<file path="src/rtl/mcwt_pkg.sv">
// Shared constants for the multi-client watchdog table.
// Command and result codes, register map and parameter defaults.
// No dependencies.
`timescale 1ns / 1ps

package mcwt_pkg;

   localparam int DEF_ENTRIES   = 16;
   localparam int DEF_TIME_BITS = 32;
   localparam int MAX_REPORTS   = 16;
   localparam int REP_W         = $clog2(MAX_REPORTS + 1);

   localparam int CMD_W   = 2;
   localparam int ID_W    = 16;
   localparam int LIMIT_W = 31;
   localparam int KIND_W  = 3;
   localparam int PER_W   = 24;
   localparam int ADDR_W  = 3;
   localparam int DATA_W  = 32;

   localparam logic [CMD_W-1:0] CMD_REGISTER = 2'd0;
   localparam logic [CMD_W-1:0] CMD_KICK     = 2'd1;
   localparam logic [CMD_W-1:0] CMD_TICK     = 2'd2;
   localparam logic [CMD_W-1:0] CMD_UNUSED   = 2'd3;

   localparam logic [KIND_W-1:0] K_REGISTERED = 3'd0;
   localparam logic [KIND_W-1:0] K_KICKED     = 3'd1;
   localparam logic [KIND_W-1:0] K_ALREADY    = 3'd2;
   localparam logic [KIND_W-1:0] K_NOT_REG    = 3'd3;
   localparam logic [KIND_W-1:0] K_FULL       = 3'd4;
   localparam logic [KIND_W-1:0] K_EXPIRED    = 3'd5;

   localparam logic [ADDR_W-1:0] ADDR_CHECK_PERIOD = 3'd0;
   localparam logic [PER_W-1:0]  CHECK_PERIOD_RESET = 24'd1000;

endpackage

</file>
<file path="src/rtl/multi_client_watchdog_table.sv">
// Top level of the multi-client watchdog table: command decode, table walk,
// expiry scan, result register and APB-style configuration register.
// Depends on mcwt_pkg.
`timescale 1ns / 1ps

// Usage
//   req_*  : one item per command (register, kick, tick); valid/ready.
//   rsp_*  : result items (kind, reported_id, last); valid/ready.
//   psel.. : APB-style port holding check_period at byte address 0.
// Register and kick items walk the entry memory one entry at a time (memory
// read in S_LRD, then compare in S_LEV), and stop early when the id is found.
// A tick without a scan is finished in the idle state.
// A scanning tick walks the whole memory and gives one expired result per
// expired entry, up to 16, the final one marked last.
// A new item is accepted whenever the walk is idle, even while a result is
// still held in the output register.
// Reset empties the table (valid and expired bits are flip-flops), clears
// time and period count and sets check_period to 1000. No clearing pass.
// When the receiver stalls, the walk holds at the next result to be given.
module multi_client_watchdog_table #(
   parameter int ENTRIES   = mcwt_pkg::DEF_ENTRIES,
   parameter int TIME_BITS = mcwt_pkg::DEF_TIME_BITS
) (
   input  logic                           clock,
   input  logic                           reset,
   input  logic                           req_valid,
   output logic                           req_ready,
   input  logic [mcwt_pkg::CMD_W-1:0]     req_cmd,
   input  logic [mcwt_pkg::ID_W-1:0]      req_client_id,
   input  logic [mcwt_pkg::LIMIT_W-1:0]   req_time_limit,
   output logic                           rsp_valid,
   input  logic                           rsp_ready,
   output logic [mcwt_pkg::KIND_W-1:0]    rsp_kind,
   output logic [mcwt_pkg::ID_W-1:0]      rsp_reported_id,
   output logic                           rsp_last,
   input  logic                           psel,
   input  logic                           penable,
   input  logic                           pwrite,
   input  logic [mcwt_pkg::ADDR_W-1:0]    paddr,
   input  logic [mcwt_pkg::DATA_W-1:0]    pwdata,
   output logic [mcwt_pkg::DATA_W-1:0]    prdata,
   output logic                           pready
);

   localparam int IDX_W = (ENTRIES > 1) ? $clog2(ENTRIES) : 1;
   localparam int MEM_W = mcwt_pkg::ID_W + mcwt_pkg::LIMIT_W + TIME_BITS;
   localparam int CMP_W = (TIME_BITS > mcwt_pkg::LIMIT_W) ? TIME_BITS : mcwt_pkg::LIMIT_W;
   localparam logic [IDX_W-1:0] IDX_LAST = IDX_W'(ENTRIES - 1);

   typedef enum logic [6:0] {
      S_IDLE = 7'b0000001,
      S_LRD  = 7'b0000010,
      S_LEV  = 7'b0000100,
      S_RESP = 7'b0001000,
      S_SRD  = 7'b0010000,
      S_SEV  = 7'b0100000,
      S_SFIN = 7'b1000000
   } state_type;

   state_type                       state_ff, state_in;
   logic [TIME_BITS-1:0]            time_now_ff, time_now_in;
   logic [mcwt_pkg::PER_W-1:0]      period_ff, period_in;
   logic [mcwt_pkg::PER_W-1:0]      check_period_ff, check_period_in;
   logic [ENTRIES-1:0]              valid_ff, valid_in;
   logic [ENTRIES-1:0]              expired_ff, expired_in;
   logic [IDX_W-1:0]                idx_ff, idx_in;
   logic [mcwt_pkg::REP_W-1:0]      rep_ff, rep_in;
   logic                            pend_valid_ff, pend_valid_in;
   logic [mcwt_pkg::ID_W-1:0]       pend_id_ff, pend_id_in;
   logic [mcwt_pkg::CMD_W-1:0]      cmd_ff, cmd_in;
   logic [mcwt_pkg::ID_W-1:0]       id_ff, id_in;
   logic [mcwt_pkg::LIMIT_W-1:0]    limit_ff, limit_in;
   logic [mcwt_pkg::KIND_W-1:0]     kind_ff, kind_in;
   logic                            rsp_valid_ff, rsp_valid_in;
   logic [mcwt_pkg::KIND_W-1:0]     rsp_kind_ff, rsp_kind_in;
   logic [mcwt_pkg::ID_W-1:0]       rsp_id_ff, rsp_id_in;
   logic                            rsp_last_ff, rsp_last_in;

   logic [MEM_W-1:0]                mem [ENTRIES];
   logic [MEM_W-1:0]                mem_q;
   logic                            mem_we;
   logic [IDX_W-1:0]                mem_wa;
   logic [MEM_W-1:0]                mem_wd;

   logic [mcwt_pkg::ID_W-1:0]       mem_id;
   logic [mcwt_pkg::LIMIT_W-1:0]    mem_limit;
   logic [TIME_BITS-1:0]            mem_last;
   logic [TIME_BITS-1:0]            elapsed;
   logic                            over_limit;
   logic                            out_free;
   logic                            hit;
   logic                            any_free;
   logic [IDX_W-1:0]                free_slot;
   logic                            scan_due;
   logic                            ent_exp;
   logic                            report;
   logic                            csr_wr;

   assign mem_last   = mem_q[TIME_BITS-1:0];
   assign mem_limit  = mem_q[TIME_BITS +: mcwt_pkg::LIMIT_W];
   assign mem_id     = mem_q[TIME_BITS + mcwt_pkg::LIMIT_W +: mcwt_pkg::ID_W];
   assign elapsed    = time_now_ff - mem_last;
   assign over_limit = CMP_W'(elapsed) > CMP_W'(mem_limit);
   assign out_free   = !rsp_valid_ff || rsp_ready;
   assign hit        = valid_ff[idx_ff] && (mem_id == id_ff);
   assign any_free   = ~&valid_ff;
   assign scan_due   = ({1'b0, period_ff} + 25'd1) >= {1'b0, check_period_ff};
   assign ent_exp    = valid_ff[idx_ff] && (expired_ff[idx_ff] || over_limit);
   assign report     = ent_exp && (rep_ff < mcwt_pkg::REP_W'(mcwt_pkg::MAX_REPORTS));

   always_comb begin
      free_slot = '0;
      for (int i = ENTRIES - 1; i >= 0; i--) begin
         if (!valid_ff[i]) begin
            free_slot = IDX_W'(i);
         end
      end
   end

   assign csr_wr = psel && penable && pwrite && pready;
   assign pready = 1'b1;
   assign prdata = (paddr == mcwt_pkg::ADDR_CHECK_PERIOD) ?
                   {{(mcwt_pkg::DATA_W - mcwt_pkg::PER_W){1'b0}}, check_period_ff} : '0;

   always_comb begin
      check_period_in = check_period_ff;
      if (csr_wr && (paddr == mcwt_pkg::ADDR_CHECK_PERIOD)) begin
         check_period_in = pwdata[mcwt_pkg::PER_W-1:0];
      end
   end

   always_comb begin
      state_in      = state_ff;
      time_now_in   = time_now_ff;
      period_in     = period_ff;
      valid_in      = valid_ff;
      expired_in    = expired_ff;
      idx_in        = idx_ff;
      rep_in        = rep_ff;
      pend_valid_in = pend_valid_ff;
      pend_id_in    = pend_id_ff;
      cmd_in        = cmd_ff;
      id_in         = id_ff;
      limit_in      = limit_ff;
      kind_in       = kind_ff;
      rsp_valid_in  = rsp_valid_ff && !rsp_ready;
      rsp_kind_in   = rsp_kind_ff;
      rsp_id_in     = rsp_id_ff;
      rsp_last_in   = rsp_last_ff;
      mem_we        = 1'b0;
      mem_wa        = idx_ff;
      mem_wd        = {id_ff, limit_ff, time_now_ff};
      req_ready     = 1'b0;

      unique case (state_ff)
         S_IDLE: begin
            req_ready = 1'b1;
            if (req_valid) begin
               cmd_in   = req_cmd;
               id_in    = req_client_id;
               limit_in = req_time_limit;
               unique case (req_cmd)
                  mcwt_pkg::CMD_REGISTER, mcwt_pkg::CMD_KICK: begin
                     idx_in   = '0;
                     state_in = S_LRD;
                  end
                  mcwt_pkg::CMD_TICK: begin
                     time_now_in = time_now_ff + TIME_BITS'(1);
                     if (scan_due) begin
                        period_in     = '0;
                        idx_in        = '0;
                        rep_in        = '0;
                        pend_valid_in = 1'b0;
                        state_in      = S_SRD;
                     end else begin
                        period_in = period_ff + 24'd1;
                     end
                  end
                  mcwt_pkg::CMD_UNUSED: begin
                  end
               endcase
            end
         end
         S_LRD: begin
            state_in = S_LEV;
         end
         S_LEV: begin
            if (hit) begin
               if (cmd_ff == mcwt_pkg::CMD_KICK) begin
                  mem_we             = 1'b1;
                  mem_wd             = {mem_id, mem_limit, time_now_ff};
                  expired_in[idx_ff] = 1'b0;
                  kind_in            = mcwt_pkg::K_KICKED;
               end else begin
                  kind_in = mcwt_pkg::K_ALREADY;
               end
               state_in = S_RESP;
            end else if (idx_ff == IDX_LAST) begin
               if (cmd_ff == mcwt_pkg::CMD_KICK) begin
                  kind_in = mcwt_pkg::K_NOT_REG;
               end else if (any_free) begin
                  mem_we                = 1'b1;
                  mem_wa                = free_slot;
                  valid_in[free_slot]   = 1'b1;
                  expired_in[free_slot] = 1'b0;
                  kind_in               = mcwt_pkg::K_REGISTERED;
               end else begin
                  kind_in = mcwt_pkg::K_FULL;
               end
               state_in = S_RESP;
            end else begin
               idx_in   = idx_ff + IDX_W'(1);
               state_in = S_LRD;
            end
         end
         S_RESP: begin
            if (out_free) begin
               rsp_valid_in = 1'b1;
               rsp_kind_in  = kind_ff;
               rsp_id_in    = id_ff;
               rsp_last_in  = 1'b1;
               state_in     = S_IDLE;
            end
         end
         S_SRD: begin
            state_in = S_SEV;
         end
         S_SEV: begin
            if (!(report && pend_valid_ff && !out_free)) begin
               if (valid_ff[idx_ff] && over_limit) begin
                  expired_in[idx_ff] = 1'b1;
               end
               if (report) begin
                  if (pend_valid_ff) begin
                     rsp_valid_in = 1'b1;
                     rsp_kind_in  = mcwt_pkg::K_EXPIRED;
                     rsp_id_in    = pend_id_ff;
                     rsp_last_in  = 1'b0;
                  end
                  pend_valid_in = 1'b1;
                  pend_id_in    = mem_id;
                  rep_in        = rep_ff + mcwt_pkg::REP_W'(1);
               end
               if (idx_ff == IDX_LAST) begin
                  state_in = S_SFIN;
               end else begin
                  idx_in   = idx_ff + IDX_W'(1);
                  state_in = S_SRD;
               end
            end
         end
         S_SFIN: begin
            if (!pend_valid_ff) begin
               state_in = S_IDLE;
            end else if (out_free) begin
               rsp_valid_in  = 1'b1;
               rsp_kind_in   = mcwt_pkg::K_EXPIRED;
               rsp_id_in     = pend_id_ff;
               rsp_last_in   = 1'b1;
               pend_valid_in = 1'b0;
               state_in      = S_IDLE;
            end
         end
         default: begin
            state_in = S_IDLE;
         end
      endcase
   end

   always_ff @(posedge clock) begin
      if (mem_we) begin
         mem[mem_wa] <= mem_wd;
      end
      mem_q <= mem[idx_ff];
   end

   always_ff @(posedge clock) begin
      if (reset) begin
         state_ff        <= S_IDLE;
         time_now_ff     <= '0;
         period_ff       <= '0;
         check_period_ff <= mcwt_pkg::CHECK_PERIOD_RESET;
         valid_ff        <= '0;
         expired_ff      <= '0;
         idx_ff          <= '0;
         rep_ff          <= '0;
         pend_valid_ff   <= 1'b0;
         rsp_valid_ff    <= 1'b0;
      end else begin
         state_ff        <= state_in;
         time_now_ff     <= time_now_in;
         period_ff       <= period_in;
         check_period_ff <= check_period_in;
         valid_ff        <= valid_in;
         expired_ff      <= expired_in;
         idx_ff          <= idx_in;
         rep_ff          <= rep_in;
         pend_valid_ff   <= pend_valid_in;
         rsp_valid_ff    <= rsp_valid_in;
      end
   end

   always_ff @(posedge clock) begin
      pend_id_ff  <= pend_id_in;
      cmd_ff      <= cmd_in;
      id_ff       <= id_in;
      limit_ff    <= limit_in;
      kind_ff     <= kind_in;
      rsp_kind_ff <= rsp_kind_in;
      rsp_id_ff   <= rsp_id_in;
      rsp_last_ff <= rsp_last_in;
   end

   assign rsp_valid       = rsp_valid_ff;
   assign rsp_kind        = rsp_kind_ff;
   assign rsp_reported_id = rsp_id_ff;
   assign rsp_last        = rsp_last_ff;

   a_tick_advances: assert property (@(posedge clock) disable iff (reset)
      (req_valid && req_ready && (req_cmd == mcwt_pkg::CMD_TICK))
      |=> (time_now_ff == $past(time_now_ff) + TIME_BITS'(1)))
      else $error("time counter did not advance on a tick item");

   a_rep_bound: assert property (@(posedge clock) disable iff (reset)
      rep_ff <= mcwt_pkg::REP_W'(mcwt_pkg::MAX_REPORTS))
      else $error("scan reported more entries than allowed");

   a_single_last: assert property (@(posedge clock) disable iff (reset)
      (rsp_valid_ff && (rsp_kind_ff != mcwt_pkg::K_EXPIRED)) |-> rsp_last_ff)
      else $error("non-expiry result without last flag");

   a_idle_no_pend: assert property (@(posedge clock) disable iff (reset)
      (state_ff == S_IDLE) |-> !pend_valid_ff)
      else $error("pending expiry left over after scan");

   a_no_write_in_scan: assert property (@(posedge clock) disable iff (reset)
      ((state_ff == S_SRD) || (state_ff == S_SEV) || (state_ff == S_SFIN)) |-> !mem_we)
      else $error("entry memory written during scan");

endmodule
</file>
<file path="config.mk">
export PLATFORM = sky130hd
export DESIGN_NAME = multi_client_watchdog_table
export DESIGN_NICKNAME = d
export VERILOG_FILES = /design/src/rtl/mcwt_pkg.sv /design/src/rtl/multi_client_watchdog_table.sv
export SDC_FILE = /design/constraint.sdc
export NUM_CORES = 2
export LEC_CHECK = 0
export BUFFER_PORTS_ARGS = -buffer_cell sky130_fd_sc_hd__buf_2
export CAP_MARGIN = 30
export CELL_PAD_IN_SITES_DETAIL_PLACEMENT = 1
export CELL_PAD_IN_SITES_GLOBAL_PLACEMENT = 1
export CORE_ASPECT_RATIO = 1.5
export CORE_MARGIN = 5
export CORE_UTILIZATION = 59
export DETAILED_ROUTE_END_ITERATION = 10
export PLACE_DENSITY_LB_ADDON = 0.2
export SLEW_MARGIN = 20
export SYNTH_ARGS = -nofsm -noshare
export SYNTH_HDL_FRONTEND = slang
export SYNTH_SLANG_ARGS = --single-unit
</file>
<file path="constraint.sdc">
create_clock -name clock -period 9.7 [get_ports clock]
set_input_delay 0 -clock clock [delete_from_list [all_inputs] [get_ports clock]]
set_output_delay 0 -clock clock [all_outputs]
set_load 0.02 [all_outputs]
</file>
==> flow_summary.yaml <==
outcome:
  status: "finished clean"
pwr:
  vdd_ir_drop_max_mv: 0.160
  design_power_total_mw: 14.1
  pwr_density_cell_nw_per_um2: 198
  p_leak_nw: 22.3
logic_synthesis:
  synth_edf_count: 1352
  synthCells: 3375
  synthAdderAreaFrac_pct: 1.95
  synth.distinct_cells: 69
  synth_top_family_by_area: "multiplexers"
  yosys_most_used_dff: "edfxtp_1"
  seq_area_frac_synth_pct: 72.1
  synth_area_sq_um: 62100
  async_flop_share_pct: 0
  avgSynthCellArea_sq_um: 18.4
  synth_xor_area_share_pct: 1.27
  ys.warnings.count: 0
  synth_compound_area_share_pct: 3.60
  yosys.area_share.simple_pct: 4.30
  synth_mux_area_share_pct: 15.0
  yosys_register_bits: 1561
timing:
  clock.fmax_mhz: 130
  finClkSkew_ns: 0.0422
  hold_violations: 0
  maxSlewHeadroom_pct: 27.3
  fin_crit_sh_pct: 79.4
  rsz0062_at_grt: "false"
  setup_ws_ns: 2.00
  worst_slew_pin_slew_ns: 1.09
  fin_crit_ns: 7.70
  maxSlewViolCount: 0
  setup_violations: 0
  timing.hold.ws_ns: 0.257
  finalSetupTns_ns: 0
finish:
  nFillCells: 8542
  fin_util_pct: 68.4
  fin_cells: 5246
  nNetsFinal: 3919
  area_growth_pct: 14.8
  drive_gt1_share_pct: 23.1
  register_area_sq_um: 44800
  postLayoutCellArea_sq_um: 71300
  multiInputGateArea_sq_um: 16400
critical_path:
  cpMaxStageDelayCell: "o211ai_1"
  worst-path-max-fanout: 20
  r2r-start: "time_now_ff[0]"
  r2r_end: "rsp_reported_id[12]"
  cpPeakStageDelay_ns: 0.71
  cp.required_ns: 10.09
  rr_worst_depth: 22
  cp_common_cell: "o21ai_0"
  reg2reg_setup_slack_ns: 2.00
  critical_path_class: "flip-flop to flip-flop"
  path_cells: "inv_1 -> ha_1 -> inv_1 -> fa_1 -> a211oi_1 -> nor2_1 -> nor4_1 -> o21ai_0 -> a21oi_1 -> nand2b_1 -> a21boi_0 -> a22oi_1 -> xor2_1 -> ha_1 -> nand4_1 -> nor4_1 -> o211ai_1 -> and3_1 -> o211ai_1 -> o21ai_0 -> o21ai_0 -> and2_2"
  worst-endpoint-arrival_ns: 8.09
  crit_path_end_kind: "flip-flop"
  crit_start: "time_now_ff[0]"
  endpoint: "rsp_reported_id[12]"
  start_kind: "flip-flop"
drt:
  first_pass_iters: 6
  drc: 0
  routed_wl_mm: 179
  avgViaCountPerCell: 6.69
  ant_nets: 0
  vias: 35104
  drt_iter0_markers: 4542
  wl_per_cell_microns: 34.2
global_route:
  met2_usage_pct: 54.6
  grt-ovfl-total: 0
  grt-busiest-layer: "met2"
  grt_max_degree: 115
  met1_usage_pct: 40.3
  grt_first_pass_wirelength_mm: 260
  met3_usage_pct: 5.23
  track_usage_pct: 31.6
  antenna_found_initial: 5
  grt_pass1_vias: 37875
clock_network:
  clock_latency_ns: 0.78
  clockBufferDepth: 3
  cts_tree: "built"
  clockRootBuffer: "clkbuf_16"
  cts_made_buffers: 142
  path_clk_slew_ns: 0.07
  cts.sink_count: 1561
  cts_max_level: 4
  post_cts_buffers: 0
floorplan:
  rows: 145
  fp.dieW_microns: 275
  die_y_microns: 407
  core-area_sq_um: 104000
  io_pins: 146
  start_util_pct: 59.6
  dieArea_sq_um: 112000
placed_design:
  pre_cts_ws_ns: 2.05
  hpwlAfterDp_mm: 87.8
  place_congestion: 0.865
  place_inst: 4808
  placed_area_sq_um: 64700
  io_buffers: 128
min_path:
  hold_start: "req_cmd[0]"
  hp-class: "input pin to flip-flop"
run:
  drv_cap: 0
-- final cells by class --
cell class	count	area share, %
flip-flops and latches	1561	62.8
multi-input cells	1538	23.0
clock buffers	197	5.63
repair buffers	374	4.42
well taps	1396	2.45
clock inverters	63	1.08
inverters	115	0.605
diodes	2	0.00701
-- synth_stat cells, drive strengths merged (14+ instances only) --
cell | number | area, sq um
buf | 53 | 236
a31oi | 19 | 119
a211oi | 16 | 125
nor3 | 22 | 115
inv | 115 | 432
and2 | 41 | 257
nand2b | 23 | 144
xnor2 | 53 | 464
or3 | 15 | 93.8
edfxtp | 1352 | 40600
mux4 | 405 | 9120
xor2 | 37 | 324
nand2 | 158 | 593
clkbuf | 115 | 432
a21o | 21 | 158
dfxtp | 209 | 4180
nand3 | 37 | 185
a21oi | 127 | 636
o21ai | 97 | 485
and3 | 26 | 163
ha | 95 | 1190
mux2 | 17 | 191
nor2 | 152 | 571
nor2b | 15 | 93.8
nand4 | 23 | 144
nor4 | 16 | 128
a2111oi | 14 | 123
-- cells by family (layout without fill, tap and decap cells) --
logic type / count (synthesis) / after routing
buffers and inverters: 283 / 749
muxes: 424 / 424
other: 2 / 11
xor gates and xnor gates: 90 / 90
AOI/OAI and AO/OA: 367 / 367
and+or+nand+nor: 552 / 552
adders and majority gates: 96 / 96
DFF: 1561 / 1561
-- sequential cells by signal (all words and copies together), names as in the netlist, 2 cells and up --
name	flops
expired_ff	16
check_period_ff	24
valid_ff	16
kind_ff	3
id_ff	16
cmd_ff	2
time_now_ff	32
mem_q	79
pend_id_ff	16
rsp_reported_id	16
state_ff	7
idx_ff	4
mem	1264
rsp_kind	3
period_ff	24
limit_ff	31
rep_ff	5
-- routing by layer --
metal	share of wire [%]	up-vias	wire [microns]
met1	35	18327	62600
met3	8.0	455	14200
met5	0.015	-	27
met4	4.5	4	8000
li1	-	14137	-
met2	53	2181	94300
-- timing repair --
action / 4_1_cts / 5_1_grt
hold buffers: 159 / 0
resized for setup: 0 / 0
hold endpoints to repair: 132 / 0
-- where the power goes --
group | total (mW) | switching (mW) | internal (mW)
Clock | 5.93 | 2.59 | 3.34
Sequential | 7.64 | 0.123 | 7.52
Combinational | 0.539 | 0.372 | 0.167
-- cells in the final DEF (no fill, tap or decap), types with 56 or more instances in the layout --
master         netlist  routed
ha_1                95      95
o21ai_0             97      83
nand2_1            158     158
dlygate4sd3_1        0     159
edfxtp_1          1352    1352
buf_2                3     137
dfxtp_1            209     205
clkbuf_16            0     149
buf_4                9      56
inv_1              114     113
a21oi_1            127     127
mux4_2             405     405
nor2_1             152     135
-- worst max-delay path: cells and delay by family, from the launching register on --
family / cells / cell delay, ns
buffers and inverters: 2 / 0.21
and+or+nand+nor: 7 / 2.28
DFF: 1 / 0.51
adders and majority gates: 3 / 0.93
AOI/OAI and AO/OA: 9 / 3.19
xor gates and xnor gates: 1 / 0.19
-- how the worst min path moves through the flow --
stage	to	cells past startpoint
5_1_grt	state_ff[4]	5
3_5_place_dp	limit_ff[23]	1
2_1_floorplan	cmd_ff[0]	0
4_1_cts	state_ff[4]	5
3_3_place_gp	id_ff[9]	1
6_report	state_ff[4]	5
Power figures use the tool's default switching activity.
